--- src/rtl/core/stmdc_pkg.sv ---
`timescale 1ns / 1ps
`default_nettype none

package stmdc_pkg;

   localparam int NUM_STRINGS    = 6;
   localparam int NUM_TUNINGS    = 3;
   localparam int FREQ_FRAC_BITS = 4;

   localparam int TT_SIZE  = NUM_STRINGS * NUM_TUNINGS;
   localparam int TT_IDX_W = (TT_SIZE > 1) ? $clog2(TT_SIZE) : 1;

   localparam int FREQ_W   = 16;
   localparam int GAIN_W   = 8;
   localparam int HOLD_W   = 10;
   localparam int TIMER_W  = 24;
   localparam int CSR_IDX_W  = 2;
   localparam int CSR_DATA_W = 16;

   localparam logic [TIMER_W-1:0] TIMER_MAX = {TIMER_W{1'b1}};
   localparam logic [HOLD_W-1:0]  HOLD_MAX  = {HOLD_W{1'b1}};

   // Register indexes on the csr port
   localparam logic [CSR_IDX_W-1:0] CSR_TOLERANCE  = 2'd0;
   localparam logic [CSR_IDX_W-1:0] CSR_DEADBAND   = 2'd1;
   localparam logic [CSR_IDX_W-1:0] CSR_STOP_GAIN  = 2'd2;
   localparam logic [CSR_IDX_W-1:0] CSR_LONG_PRESS = 2'd3;

   localparam logic [FREQ_W-1:0] TOLERANCE_RESET  = 16'd320;
   localparam logic [FREQ_W-1:0] DEADBAND_RESET   = 16'd3;
   localparam logic [GAIN_W-1:0] STOP_GAIN_RESET  = 8'd100;
   localparam logic [HOLD_W-1:0] LONG_PRESS_RESET = 10'd500;

   // Button bit positions
   localparam int BTN_DOWN = 0;
   localparam int BTN_MENU = 1;
   localparam int BTN_MODE = 2;
   localparam int BTN_UP   = 3;

   typedef enum logic [1:0] {
      MODE_MANUAL = 2'd0,
      MODE_AUTO   = 2'd1,
      MODE_SELECT = 2'd2
   } mode_type;

   typedef enum logic [1:0] {
      DRIVE_OFF     = 2'd0,
      DRIVE_TIGHTEN = 2'd1,
      DRIVE_LOOSEN  = 2'd2
   } drive_type;

   typedef struct packed {
      logic [3:0]        button_levels;
      logic              pitch_valid;
      logic [FREQ_W-1:0] pitch_value;
   } req_payload_type;

   typedef struct packed {
      logic              tighten_drive;
      logic              loosen_drive;
      logic [1:0]        mode;
      logic [2:0]        string_index;
      logic [1:0]        shown_tuning;
      logic [1:0]        active_tuning;
      logic [FREQ_W-1:0] target_pitch;
   } rsp_payload_type;

   typedef logic [FREQ_W-1:0] target_table_type [TT_SIZE];

   // Presets in mHz: two standard tunings and drop D
   typedef int unsigned preset_row_type [6];
   localparam preset_row_type PRESET_STD   = '{82400, 110000, 146830, 196000, 246900, 329600};
   localparam preset_row_type PRESET_DROPD = '{73400, 110000, 146830, 196000, 246900, 329600};

   function automatic target_table_type build_targets();
      target_table_type tbl;
      longint unsigned  v;
      int               ps;
      int               pt;
      for (int t = 0; t < NUM_TUNINGS; t++) begin
         for (int s = 0; s < NUM_STRINGS; s++) begin
            ps = (s < 6) ? s : 5;
            pt = (t < 3) ? t : 2;
            if (pt == 2) v = longint'(PRESET_DROPD[ps]);
            else         v = longint'(PRESET_STD[ps]);
            v = ((v << FREQ_FRAC_BITS) + 500) / 1000;
            tbl[t*NUM_STRINGS + s] = (v > 64'hFFFF) ? 16'hFFFF : v[FREQ_W-1:0];
         end
      end
      return tbl;
   endfunction

   localparam target_table_type TARGET_TABLE = build_targets();

   function automatic logic [FREQ_W-1:0] target_lookup(input logic [1:0] t,
                                                      input logic [2:0] s);
      logic [TT_IDX_W+1:0] idx;
      idx = (TT_IDX_W+2)'(t) * (TT_IDX_W+2)'(NUM_STRINGS) + (TT_IDX_W+2)'(s);
      if (idx < (TT_IDX_W+2)'(TT_SIZE)) return TARGET_TABLE[idx[TT_IDX_W-1:0]];
      else return '0;
   endfunction

endpackage

`default_nettype wire

--- src/rtl/core/stmdc_req_if.sv ---
`timescale 1ns / 1ps
`default_nettype none

interface stmdc_req_if;
   logic                      valid;
   logic                      ready;
   stmdc_pkg::req_payload_type payload;

   modport source (output valid, output payload, input ready);
   modport sink   (input valid, input payload, output ready);
endinterface

`default_nettype wire

--- src/rtl/core/stmdc_rsp_if.sv ---
`timescale 1ns / 1ps
`default_nettype none

interface stmdc_rsp_if;
   logic                      valid;
   logic                      ready;
   stmdc_pkg::rsp_payload_type payload;

   modport source (output valid, output payload, input ready);
   modport sink   (input valid, input payload, output ready);
endinterface

`default_nettype wire

--- src/rtl/core/string_tuner_mode_and_drive_control_core.sv ---
// String tuner mode and drive control. Each request is one millisecond tick with four
// button levels and an optional pitch measurement; each request yields exactly one
// response with the motor drive levels, mode, selected string, viewed and active tuning
// and the target pitch, all as they stand after the tick. The whole tick update (button
// edges, long press count, target lookup, error, one 8x16 stop-gain multiply and the
// stop timer) sits between the request handshake and the response register, so one
// request is accepted every clock while the response side keeps taking. The user must
// write registers on the csr port only while no request is in flight; the block itself
// does not enforce this.
`timescale 1ns / 1ps
`default_nettype none

module string_tuner_mode_and_drive_control_core (
   input  wire logic                                clock,
   input  wire logic                                reset,
   stmdc_req_if.sink                                req_channel,
   stmdc_rsp_if.source                              rsp_channel,
   input  wire logic                                csr_write_enable,
   input  wire logic [stmdc_pkg::CSR_IDX_W-1:0]     csr_index,
   input  wire logic [stmdc_pkg::CSR_DATA_W-1:0]    csr_write_data
);

   localparam int FW = stmdc_pkg::FREQ_W;
   localparam int TW = stmdc_pkg::TIMER_W;
   localparam int HW = stmdc_pkg::HOLD_W;
   localparam int GW = stmdc_pkg::GAIN_W;
   localparam int PW = GW + FW;

   // configuration
   logic [FW-1:0] tolerance_ff, deadband_ff;
   logic [GW-1:0] stop_gain_ff;
   logic [HW-1:0] long_press_ff;

   // tick state
   stmdc_pkg::mode_type  mode_ff, mode_in;
   stmdc_pkg::drive_type drive_ff, drive_in;
   logic          rtm_ff, rtm_in;
   logic [2:0]    string_ff, string_in;
   logic [1:0]    view_ff, view_in;
   logic [1:0]    tuning_ff, tuning_in;
   logic [3:0]    prev_ff;
   logic [HW-1:0] hold_ff, hold_in;
   logic          armed_ff, armed_in;
   logic [TW-1:0] timer_ff, timer_in;
   logic [TW-1:0] reload_ff, reload_in;

   logic                       rsp_valid_ff;
   stmdc_pkg::rsp_payload_type rsp_payload_ff, rsp_payload_in;

   logic          accept;
   logic [3:0]    cur, rel;
   logic          pv;
   logic [FW-1:0] pitch, tgt, abserr;
   logic          neg;
   logic [PW-1:0] product;
   logic          man_tight, man_loose;

   assign req_channel.ready   = !rsp_valid_ff || rsp_channel.ready;
   assign accept              = req_channel.valid && req_channel.ready;
   assign rsp_channel.valid   = rsp_valid_ff;
   assign rsp_channel.payload = rsp_payload_ff;

   assign cur   = req_channel.payload.button_levels;
   assign pv    = req_channel.payload.pitch_valid;
   assign pitch = req_channel.payload.pitch_value;
   assign rel   = prev_ff & ~cur;

   // string step happens before the measurement, so look up with the new string
   assign tgt     = stmdc_pkg::target_lookup(tuning_ff, string_in);
   assign neg     = pitch > tgt;
   assign abserr  = neg ? (pitch - tgt) : (tgt - pitch);
   assign product = PW'(stop_gain_ff) * PW'(abserr);

   always_comb begin
      mode_in   = mode_ff;
      rtm_in    = rtm_ff;
      string_in = string_ff;
      view_in   = view_ff;
      tuning_in = tuning_ff;
      case (mode_ff)
         stmdc_pkg::MODE_MANUAL: begin
            if (rel[stmdc_pkg::BTN_MENU]) begin
               mode_in = stmdc_pkg::MODE_SELECT;
               rtm_in  = 1'b1;
            end
         end
         stmdc_pkg::MODE_AUTO: begin
            if (rel[stmdc_pkg::BTN_DOWN] && string_in != 3'd0)
               string_in = string_in - 3'd1;
            if (rel[stmdc_pkg::BTN_UP] && ({1'b0, string_in} + 4'd1 < 4'(stmdc_pkg::NUM_STRINGS)))
               string_in = string_in + 3'd1;
            if (rel[stmdc_pkg::BTN_MENU]) begin
               mode_in = stmdc_pkg::MODE_SELECT;
               rtm_in  = 1'b0;
            end
         end
         stmdc_pkg::MODE_SELECT: begin
            if (rel[stmdc_pkg::BTN_DOWN] && view_in != 2'd0)
               view_in = view_in - 2'd1;
            if (rel[stmdc_pkg::BTN_UP] && ({1'b0, view_in} + 3'd1 < 3'(stmdc_pkg::NUM_TUNINGS)))
               view_in = view_in + 2'd1;
            if (rel[stmdc_pkg::BTN_MODE])
               tuning_in = view_in;
            if (rel[stmdc_pkg::BTN_MODE] || rel[stmdc_pkg::BTN_MENU]) begin
               mode_in = rtm_ff ? stmdc_pkg::MODE_MANUAL : stmdc_pkg::MODE_AUTO;
               rtm_in  = 1'b0;
            end
         end
         default: begin
            mode_in = stmdc_pkg::MODE_MANUAL;
         end
      endcase

      // long press; a menu release in the same tick wins but still consumes the press
      hold_in  = hold_ff;
      armed_in = armed_ff;
      if (cur[stmdc_pkg::BTN_MODE]) begin
         if (mode_ff == stmdc_pkg::MODE_MANUAL || mode_ff == stmdc_pkg::MODE_AUTO) begin
            if (hold_ff != stmdc_pkg::HOLD_MAX) hold_in = hold_ff + HW'(1);
            if (armed_ff && hold_in >= long_press_ff) begin
               armed_in = 1'b0;
               if (mode_in == mode_ff)
                  mode_in = (mode_ff == stmdc_pkg::MODE_MANUAL) ? stmdc_pkg::MODE_AUTO
                                                                : stmdc_pkg::MODE_MANUAL;
            end
         end else begin
            hold_in = '0;
         end
      end else begin
         hold_in  = '0;
         armed_in = 1'b1;
      end

      drive_in  = drive_ff;
      reload_in = reload_ff;
      timer_in  = timer_ff;
      if (pv) begin
         if (mode_ff == stmdc_pkg::MODE_AUTO) begin
            reload_in = TW'(product >> stmdc_pkg::FREQ_FRAC_BITS);
            if (abserr < tolerance_ff && abserr > deadband_ff)
               drive_in = neg ? stmdc_pkg::DRIVE_LOOSEN : stmdc_pkg::DRIVE_TIGHTEN;
         end
         timer_in = (reload_in == stmdc_pkg::TIMER_MAX) ? stmdc_pkg::TIMER_MAX
                                                         : reload_in + TW'(1);
      end else if (timer_ff != '0 && timer_ff != stmdc_pkg::TIMER_MAX) begin
         timer_in = timer_ff - TW'(1);
         if (timer_in == '0) drive_in = stmdc_pkg::DRIVE_OFF;
      end

      // held buttons in manual mode override the timed drive and clear it
      man_tight = (mode_ff == stmdc_pkg::MODE_MANUAL) && cur[stmdc_pkg::BTN_DOWN];
      man_loose = (mode_ff == stmdc_pkg::MODE_MANUAL) && !cur[stmdc_pkg::BTN_DOWN]
                  && cur[stmdc_pkg::BTN_UP];
      if (man_tight || man_loose) drive_in = stmdc_pkg::DRIVE_OFF;

      rsp_payload_in.tighten_drive = man_tight ||
         (!man_loose && drive_in == stmdc_pkg::DRIVE_TIGHTEN);
      rsp_payload_in.loosen_drive  = man_loose ||
         (!man_tight && drive_in == stmdc_pkg::DRIVE_LOOSEN);
      rsp_payload_in.mode          = mode_in;
      rsp_payload_in.string_index  = string_in;
      rsp_payload_in.shown_tuning  = view_in;
      rsp_payload_in.active_tuning = tuning_in;
      rsp_payload_in.target_pitch  = stmdc_pkg::target_lookup(tuning_in, string_in);
   end

   always_ff @(posedge clock) begin
      if (reset) begin
         tolerance_ff  <= stmdc_pkg::TOLERANCE_RESET;
         deadband_ff   <= stmdc_pkg::DEADBAND_RESET;
         stop_gain_ff  <= stmdc_pkg::STOP_GAIN_RESET;
         long_press_ff <= stmdc_pkg::LONG_PRESS_RESET;
      end else if (csr_write_enable) begin
         case (csr_index)
            stmdc_pkg::CSR_TOLERANCE:  tolerance_ff  <= csr_write_data[FW-1:0];
            stmdc_pkg::CSR_DEADBAND:   deadband_ff   <= csr_write_data[FW-1:0];
            stmdc_pkg::CSR_STOP_GAIN:  stop_gain_ff  <= csr_write_data[GW-1:0];
            stmdc_pkg::CSR_LONG_PRESS: long_press_ff <= csr_write_data[HW-1:0];
            default: ;
         endcase
      end
   end

   always_ff @(posedge clock) begin
      if (reset) begin
         mode_ff      <= stmdc_pkg::MODE_MANUAL;
         drive_ff     <= stmdc_pkg::DRIVE_OFF;
         rtm_ff       <= 1'b0;
         string_ff    <= '0;
         view_ff      <= '0;
         tuning_ff    <= (stmdc_pkg::NUM_TUNINGS > 1) ? 2'd1 : 2'd0;
         prev_ff      <= '0;
         hold_ff      <= '0;
         armed_ff     <= 1'b1;
         timer_ff     <= '0;
         reload_ff    <= stmdc_pkg::TIMER_MAX;
         rsp_valid_ff <= 1'b0;
      end else begin
         if (accept) begin
            mode_ff   <= mode_in;
            drive_ff  <= drive_in;
            rtm_ff    <= rtm_in;
            string_ff <= string_in;
            view_ff   <= view_in;
            tuning_ff <= tuning_in;
            prev_ff   <= cur;
            hold_ff   <= hold_in;
            armed_ff  <= armed_in;
            timer_ff  <= timer_in;
            reload_ff <= reload_in;
         end
         if (accept) rsp_valid_ff <= 1'b1;
         else if (rsp_channel.ready) rsp_valid_ff <= 1'b0;
      end
   end

   always_ff @(posedge clock) begin
      if (accept) rsp_payload_ff <= rsp_payload_in;
   end

endmodule

`default_nettype wire
--- src/flat_wrapper.sv ---
// flat-port wrapper written by rule: the top's interface ports become plain ports
module string_tuner_mode_and_drive_control_core_flat 
  (clock, reset, csr_write_enable, csr_index, csr_write_data, req_channel_valid, req_channel_payload, req_channel_ready, rsp_channel_valid, rsp_channel_payload, rsp_channel_ready);
  stmdc_req_if req_channel_i ();
  stmdc_rsp_if rsp_channel_i ();
  input  wire logic clock;
  input  wire logic reset;
  input  wire logic csr_write_enable;
  input  wire logic [stmdc_pkg::CSR_IDX_W-1:0] csr_index;
  input  wire logic [stmdc_pkg::CSR_DATA_W-1:0] csr_write_data;
  input wire logic [$bits(req_channel_i.valid)-1:0] req_channel_valid;
  input wire logic [$bits(req_channel_i.payload)-1:0] req_channel_payload;
  output wire logic [$bits(req_channel_i.ready)-1:0] req_channel_ready;
  output wire logic [$bits(rsp_channel_i.valid)-1:0] rsp_channel_valid;
  output wire logic [$bits(rsp_channel_i.payload)-1:0] rsp_channel_payload;
  input wire logic [$bits(rsp_channel_i.ready)-1:0] rsp_channel_ready;
  assign req_channel_i.valid = req_channel_valid;
  assign req_channel_i.payload = req_channel_payload;
  assign req_channel_ready = req_channel_i.ready;
  assign rsp_channel_valid = rsp_channel_i.valid;
  assign rsp_channel_payload = rsp_channel_i.payload;
  assign rsp_channel_i.ready = rsp_channel_ready;
  string_tuner_mode_and_drive_control_core u_core (.clock(clock), .reset(reset), .req_channel(req_channel_i), .rsp_channel(rsp_channel_i), .csr_write_enable(csr_write_enable), .csr_index(csr_index), .csr_write_data(csr_write_data));
endmodule
--- config.mk ---
export PLATFORM = sky130hd
export DESIGN_NAME = string_tuner_mode_and_drive_control_core_flat
export DESIGN_NICKNAME = d
export VERILOG_FILES = /design/src/rtl/core/stmdc_pkg.sv /design/src/rtl/core/stmdc_req_if.sv /design/src/rtl/core/stmdc_rsp_if.sv /design/src/rtl/core/string_tuner_mode_and_drive_control_core.sv /design/src/flat_wrapper.sv
export SDC_FILE = /design/constraint.sdc
export NUM_CORES = 1
export LEC_CHECK = 0
export BUFFER_PORTS_ARGS = -buffer_cell sky130_fd_sc_hd__clkbuf_2
export CAP_MARGIN = 20
export CORE_ASPECT_RATIO = 1.4
export CORE_MARGIN = 4
export CORE_UTILIZATION = 58
export DETAILED_ROUTE_END_ITERATION = 10
export PLACE_DENSITY = 0.76
export REMOVE_ABC_BUFFERS = 1
export SLEW_MARGIN = 20
export SYNTH_ARGS = -nofsm -noshare
export SYNTH_HDL_FRONTEND = slang
export SYNTH_SLANG_ARGS = --single-unit
--- constraint.sdc ---
create_clock -name clock -period 16.8 [get_ports clock]
set_clock_uncertainty 0.2 [all_clocks]
set_input_delay 5.04 -clock clock [delete_from_list [all_inputs] [get_ports clock]]
set_output_delay 5.04 -clock clock [all_outputs]
set_load 0.005 [all_outputs]
After elaboration in Yosys (flattened, before gate mapping) --
Memories as Yosys holds them, arrays and structs flattened. A register that Yosys moved wholly into a read port is not among the register bits. Index checks and enable logic that the tools add are counted.
Word-level totals: flip-flop bits (word level) 137, bits in read-only memories 1024, output and inout bits 29, word-level logic and storage cells 160, memories 2
Memory list:
- (name not given) | depth 32, width 16, read ports 1, clocked after memory_dff 1, wr ports 0, line stmdc_pkg.sv:99 | if (idx < (TT_IDX_W+2)'(TT_SIZE)) return TARGET_TABLE[idx[TT_IDX_W-1:0]];
- (name not given) | depth 32, width 16, read ports 1, clocked after memory_dff 0, wr ports 0, line stmdc_pkg.sv:99
Cells by class: $add $sub $neg 13, $mul 3, magnitude comparators 9, equal/unequal tests 16, multiplexer cells 49, bitwise gates (word level) 4, reductions and logical operators 42
Operators by type and width (number):
- 24-bit two-way mux | 5
- 16-bit two-way mux | 4
- 10-bit two-way mux | 5
- 2-bit two-way mux | 19
- 16-bit greater-than comparator | 2
- 16-bit subtractor | 2
- 24-bit by 1-bit adder with 24-bit output, second input constant | 1
- 24-bit equality test, second input constant | 1
- 24-bit logical NOT | 1
- 8-bit by 16-bit multiplier with 24-bit output | 1
- 24-bit != test, second input constant | 1
- 24-bit nonzero test | 1
- 24-bit by 1-bit subtractor with 24-bit output, second input constant | 1
- 16-bit less-than comparator | 1
- 7-bit by 5-bit less-than comparator with 1-bit output, second input constant | 2
- 1-bit logical AND | 13
- 5-bit by 3-bit adder with 6-bit output | 2
- 3-bit two-way mux | 4
- 5-bit NOT with 6-bit output | 2
- 2-bit AND reduction | 6
- 10-bit by 1-bit adder with 10-bit output, second input constant | 1
- 10-bit >= comparator | 1
- 1-bit two-way mux | 10
- 10-bit != test, second input constant | 1
- other kinds (26) | 49

Depth between registers and ports, before layout --
Gate-level depths: netlist (run 1).
depth in word-level cells 27, mapped depth 57

Least setup slack after synthesis (run 1) --
No wires, ideal clock.
path type in2reg, start input port req_channel_payload[17], end register u_core.timer_ff[16], arrival time 16.225 ns, required time 16.469 ns, slack 0.245 ns, stages 48, cell sequence nand2b_1 > or2_2 > clkbuf_1 > nand2_1 > o21ai_0 > ha_1 > xnor2_1 > a211oi_1 > mux2i_1 > a21oi_1 > ha_1 > ha_1 > a21o_1 > xnor2_1 > nand2_1 > and3_1 > o31ai_1 > and2_1 > [... 12 more ...] > fa_1 > fa_1 > inv_1 > fa_1 > inv_1 > ha_1 > a2111oi_0 > o21ai_0 > and2_1 > o21ai_0 > o21ai_0 > o21a_1 > a21oi_2 > or4b_1 > buf_2 > or4_1 > a21oi_1 > o41ai_1
RTL lines:
- start: declaration | line flat_wrapper.sv:12 | input wire logic [$bits(req_channel_i.payload)-1:0] req_channel_payload;
- end signal: assignment | line string_tuner_mode_and_drive_control_core.sv:209 | timer_ff <= timer_in;
- end: declaration | line string_tuner_mode_and_drive_control_core.sv:44 | logic [TW-1:0] timer_ff, timer_in;

==> results.cfg, run 1 <==
[run_status]
status = finished clean

[floorplanning]
initial_core_util = 0.588
die_y_um = 204
ioPinCount = 73
die_area_um2 = 30100
fp.dieW_um = 148
rows = 71
core_um2 = 26900

[synth]
ys_warn_count = 0
synth.top_cells.by_area = dfxtp_1 (16%), ha_1 (11%), fa_1 (11%)
synthesis.area_um2 = 15800
synth.distinct_cells = 81
yosys_most_used_dff = dfxtp_1
seq_area_frac_synth = 0.205
synthArstFlopShare = 0
synth_top_area_share = 0.159
synthCells = 2035
avgSynthCellArea_um2 = 7.78
yosys.area.top_type = dfxtp_1
ys_ff_latch = 150
synth_edf_count = 24

[setup_path]
end_kind = register
path_class = input port to register
rrSetupSlack_ns = 4.52
timing.rr.end = u_core.timer_ff[23]
reg2reg_from = u_core.string_ff[0]
critPathMaxStageDelay_ns = 0.54
path_common_cell = buf_4
critPathLaunchType = input port
crit_required_ns = 16.98
critPathSlowestCell = fa_1
crit_fanout = 10
cp.arrival_ns = 16.30
worst-r2r-cell-count = 50

[sta]
fin_crit_sh = 0.960
grt_setup_unrepaired = true
setup_viol_count_final = 0
layout_min_cycle_time_ns = 16.13
slew_headroom = 0.352
fmax_ghz = 0.0620
worstMarginPinSlew_ns = 0.969
finalHoldViolCount = 0
final-max-slew-violation-count = 0

[final_layout]
syn_to_final_growth_pct = 12.5
mostFrequentLayoutCells = nand2_1 (248), inv_1 (200), a21oi_1 (160)
drive_gt1_frac = 0.130
final_common_cell = nand2_1
post-route-util = 0.662
nets = 2400
num_antenna_cells = 0
nFillCells = 2358

[place]
place_congestion = 1.00
dp_hpwl_um = 35300
io_buffers = 69

[drt]
finalWirelength_um = 45800
drc = 0
drt_pass1_iterations = 6
drt_iter0_markers = 1061
via_per_inst = 6.02
antenna_left = 0
vias = 15093
wl_per_cell_um = 18.3

[clock_network]
cts_sinks = 150
ctsLongestPathBuffers = 2
clk_latency_ns = 0.45
clockRootBuffer = clkbuf_16
cts_buffers = 17
path_clk_slew_ns = 0.07
htreeDepth = 4
tritoncts = yes

[global_routing]
grt_pass1_wl_um = 74300
antenna_found_initial = 0
grt_pass1_vias = 15223
overflow = 0
track_usage = 0.304
grt_max_degree = 76

[worst_hold_path]
min_to = u_core.prev_ff[2]
worstHoldStart = u_core.prev_ff[2]
whs_path_depth = 2
worst_hold_path_type = register to register

[job]
cap_violations = 0
critical path: cells and delay by family:
| kind | cells | cell delay, ns |
|---|---|---|
| AOI/OAI and AO/OA | 12 | 2.16 |
| xor gates and xnor gates | 3 | 0.69 |
| adders and majority gates | 9 | 3.23 |
| buffers and inverters | 9 | 1.18 |
| muxes | 2 | 0.58 |
| and+or+nand+nor | 14 | 3.40 |
how the worst max path moves through the flow:
| stage | startpoint | slack (ns) | cells past startpoint | to |
|---|---|---|---|---|
| after floorplan | req_channel_payload[17] | -0.39 | 42 | u_core.timer_ff[16] |
| after global placement | req_channel_payload[17] | -0.12 | 49 | u_core.timer_ff[21] |
| after detailed placement | req_channel_payload[17] | -0.30 | 46 | u_core.timer_ff[21] |
| after CTS | req_channel_payload[17] | 0.15 | 51 | u_core.timer_ff[21] |
| after global routing | req_channel_payload[17] | -0.07 | 54 | u_core.timer_ff[23] |
| final | req_channel_payload[17] | 0.67 | 49 | u_core.timer_ff[23] |
metal layers:
metal | vias to the layer above | share of wire | track usage
li1 | 7184 | - | -
met1 | 7229 | 0.37 | 0.323
met2 | 502 | 0.52 | 0.560
met3 | 178 | 0.046 | 0.0418
met4 | 0 | 0.065 | 0.191
met5 | - | 0 | 0
through the flow:
| step | TNS [ns] | instance area (µm²) | worst slack, ns | instances | hold slack (ns) |
|---|---|---|---|---|---|
| after global placement | -0.317 | 17000 | -0.121 | 2467 | 0.234 |
| after global routing | -0.0717 | 17800 | -0.0717 | 2506 | 0.277 |
| after CTS | 0 | 17600 | 0.152 | 2499 | 0.255 |
| after detailed placement | -3.62 | 17000 | -0.300 | 2467 | 0.245 |
| after floorplan | -4.71 | 15400 | -0.390 | 1928 | 0.226 |
| final | 0 | 17800 | 0.675 | 2506 | 0.254 |
timing repair:
item                                    in CTS  in global routing
endpoints found under the setup margin       0                 25
gates resized for setup                      0                 42
setup buffers                                0                  7
hold buffers                                 0                  0
cell type report:
type	instances	area, µm²	share of cell area
multi-input cells	1577	11600	0.650
flip-flops and latches	150	3240	0.182
well taps	365	457	0.0256
repair buffers	181	1190	0.0667
inverters	201	754	0.0423
clock inverters	14	156	0.00877
clock buffers	18	439	0.0246
state kept, by name (all words and copies together), names as in the netlist:
| register | flops |
|---|---|
| u_core.armed_ff | 1 |
| u_core.deadband_ff | 16 |
| u_core.drive_ff | 2 |
| u_core.hold_ff | 10 |
| u_core.long_press_ff | 10 |
| u_core.mode_ff | 2 |
| u_core.prev_ff | 4 |
| u_core.reload_ff | 24 |
| u_core.rsp_channel.payload | 24 |
| u_core.rsp_channel.valid | 1 |
| u_core.rtm_ff | 1 |
| u_core.stop_gain_ff | 8 |
| u_core.string_ff | 3 |
| u_core.timer_ff | 24 |
| u_core.tolerance_ff | 16 |
| u_core.tuning_ff | 2 |
| u_core.view_ff | 2 |
synthesized netlist by cell type (all sizes together) (15+ instances only):
library cell	number
a21oi	164
ha	142
o21a	25
mux2i	21
nor2b	45
o21ai	84
and3	18
xnor2	46
nand4	26
fa	86
a211oi	15
nand3	32
nor4	15
and2	88
edfxtp	24
nor3	36
nor2	149
a21o	35
buf	18
inv	201
nand2b	16
nand2	249
dfxtp	126
xor2	34
a31oi	22
clkbuf	91
a211o	31
cells by family (layout without fill, tap and decap cells):
group | Yosys count | after routing | share of synthesized area
AO/OA/AOI/OAI | 489 | 489 | 0.200
other | 1 | 3 | 0.000237
AND/OR/NAND/NOR | 748 | 748 | 0.234
XOR/XNOR | 80 | 80 | 0.0442
multiplexers | 27 | 27 | 0.0190
flip-flops | 150 | 150 | 0.205
adder cells (fa/ha/maj) | 230 | 230 | 0.222
buffers and inverters | 310 | 414 | 0.0751
Power of run 1 is left out: the tool's default activity adds up to more than one toggle a clock period on the data nets, which glitch-free logic cannot reach.
==> run 2, diff against run 1 <==
- CORE_UTILIZATION: 58 -> 65
- PLACE_DENSITY: 0.76 -> 0.81
- TNS_END_PERCENT: default -> 20
- clock period: 16.8 -> 19.5 ns (I/O delays scaled with it)
==> results.cfg, run 2 (same netlist as run 1, synthesis figures left out) <==
[run_status]
status = finished clean

[floorplanning]
fp.dieW_um = 140
ioPinCount = 73
die_area_um2 = 27000
die_y_um = 193
rows = 67
initial_core_util = 0.661
core_um2 = 24000

[global_routing]
antenna_found_initial = 1
grt_pass1_vias = 14727
track_usage = 0.324
grt_pass1_wl_um = 71300
grt_max_degree = 81
overflow = 0

[setup_path]
crit_fanout = 21
critPathMaxStageDelay_ns = 0.56
critPathSlowestCell = fa_1
path_buf_inv = 5
critPathLaunchType = input port
path_common_cell = ha_1
cp.arrival_ns = 18.76
path_delay_family = simple AND/OR/NAND/NOR gates
worst-r2r-cell-count = 48
crit_required_ns = 19.63
end_kind = register
path_class = input port to register
cp.depth = 47

[final_layout]
num_antenna_cells = 0
nets = 2313
drive_gt1_frac = 0.0823
final_common_cell = nand2_1
nFillCells = 1985
syn_to_final_growth_pct = 7.24
mostFrequentLayoutCells = nand2_1 (249), inv_1 (201), a21oi_1 (162)

[clock_network]
cts_sinks = 150
post_cts_buffers = 0
cts_buffers = 17
clockRootBuffer = clkbuf_16
ctsLongestPathBuffers = 2
path_clk_slew_ns = 0.07
tritoncts = yes
htreeDepth = 4
clk_latency_ns = 0.45

[sta]
finalHoldViolCount = 0
final-max-slew-violation-count = 0
worstMarginPinSlew_ns = 0.951
fin_tns_setup_ns = 0
fmax_ghz = 0.0537
slew_headroom = 0.364
setup_viol_count_final = 0
fin_crit_sh = 0.955
layout_min_cycle_time_ns = 18.63
grt_setup_unrepaired = false

[drt]
drc = 0
finalWirelength_um = 43400
via_per_inst = 6.17
vias = 14587
drt_pass1_iterations = 5
antenna_left = 0
wl_per_cell_um = 18.4
drt_iter0_markers = 897

[job]
cap_violations = 0

[place]
place_congestion = 0.975
dp_hpwl_um = 33400
io_buffers = 69

[worst_hold_path]
worst_hold_path_type = register to register
whs_path_depth = 2
## run 2: timing repair
item                       CTS  global route
gates resized for setup      0             6
setup endpoints to repair    0            24
hold buffers                 0             0
hold endpoints to repair     0             0
## run 2: worst register-to-register path, delay by kind of cell, from the launching register on
family	cells	cell delay, ns
fa+ha+maj	10	4.10
simple gates	16	4.34
xor+xnor	3	0.75
flops	1	0.47
mux	1	0.24
buf+inv	5	0.49
compound gates	13	3.11
## run 2: cell type report
class	count	area (µm²)	area share
Tap cell	310	388	0.0228
Timing Repair Buffer	94	536	0.0315
Clock inverter	15	183	0.0108
Multi-Input combinational cell	1577	11500	0.675
Inverter	201	754	0.0444
Sequential cell	150	3240	0.191
Clock buffer	17	425	0.0250
## run 2: per-layer routing
layer,up-vias,wire length [µm],GRT usage
li1,7011,-,-
met1,6905,16400,0.350
met2,475,22000,0.585
met3,194,1920,0.0503
met4,2,3060,0.216
met5,-,13,0
## run 2: final timing paths
check / slack (ns) / from / to
setup / recovery: 0.87 / req_channel_payload[17] / u_core.timer_ff[17]
setup reg to reg: 5.69 / u_core.string_ff[0] / u_core.timer_ff[17]
hold / removal: 0.26 / u_core.long_press_ff[9] / u_core.long_press_ff[9]
hold reg to reg: 0.26 / u_core.long_press_ff[9] / u_core.long_press_ff[9]
## run 2: through the flow
step                      cells  instance area, µm²  utilization  hold WS, ns  setup slack [ns]
after CTS                  2364               16900        0.707        0.257             0.551
after global routing       2364               17000        0.709        0.276            0.0269
final                      2364               17000        0.709        0.259             0.869
after global placement     2332               16300        0.682        0.241             0.524
after floorplan            1928               15400            -        0.226              1.50
after detailed placement   2332               16300        0.682        0.247             0.190
Power of run 2 is left out for the same reason.
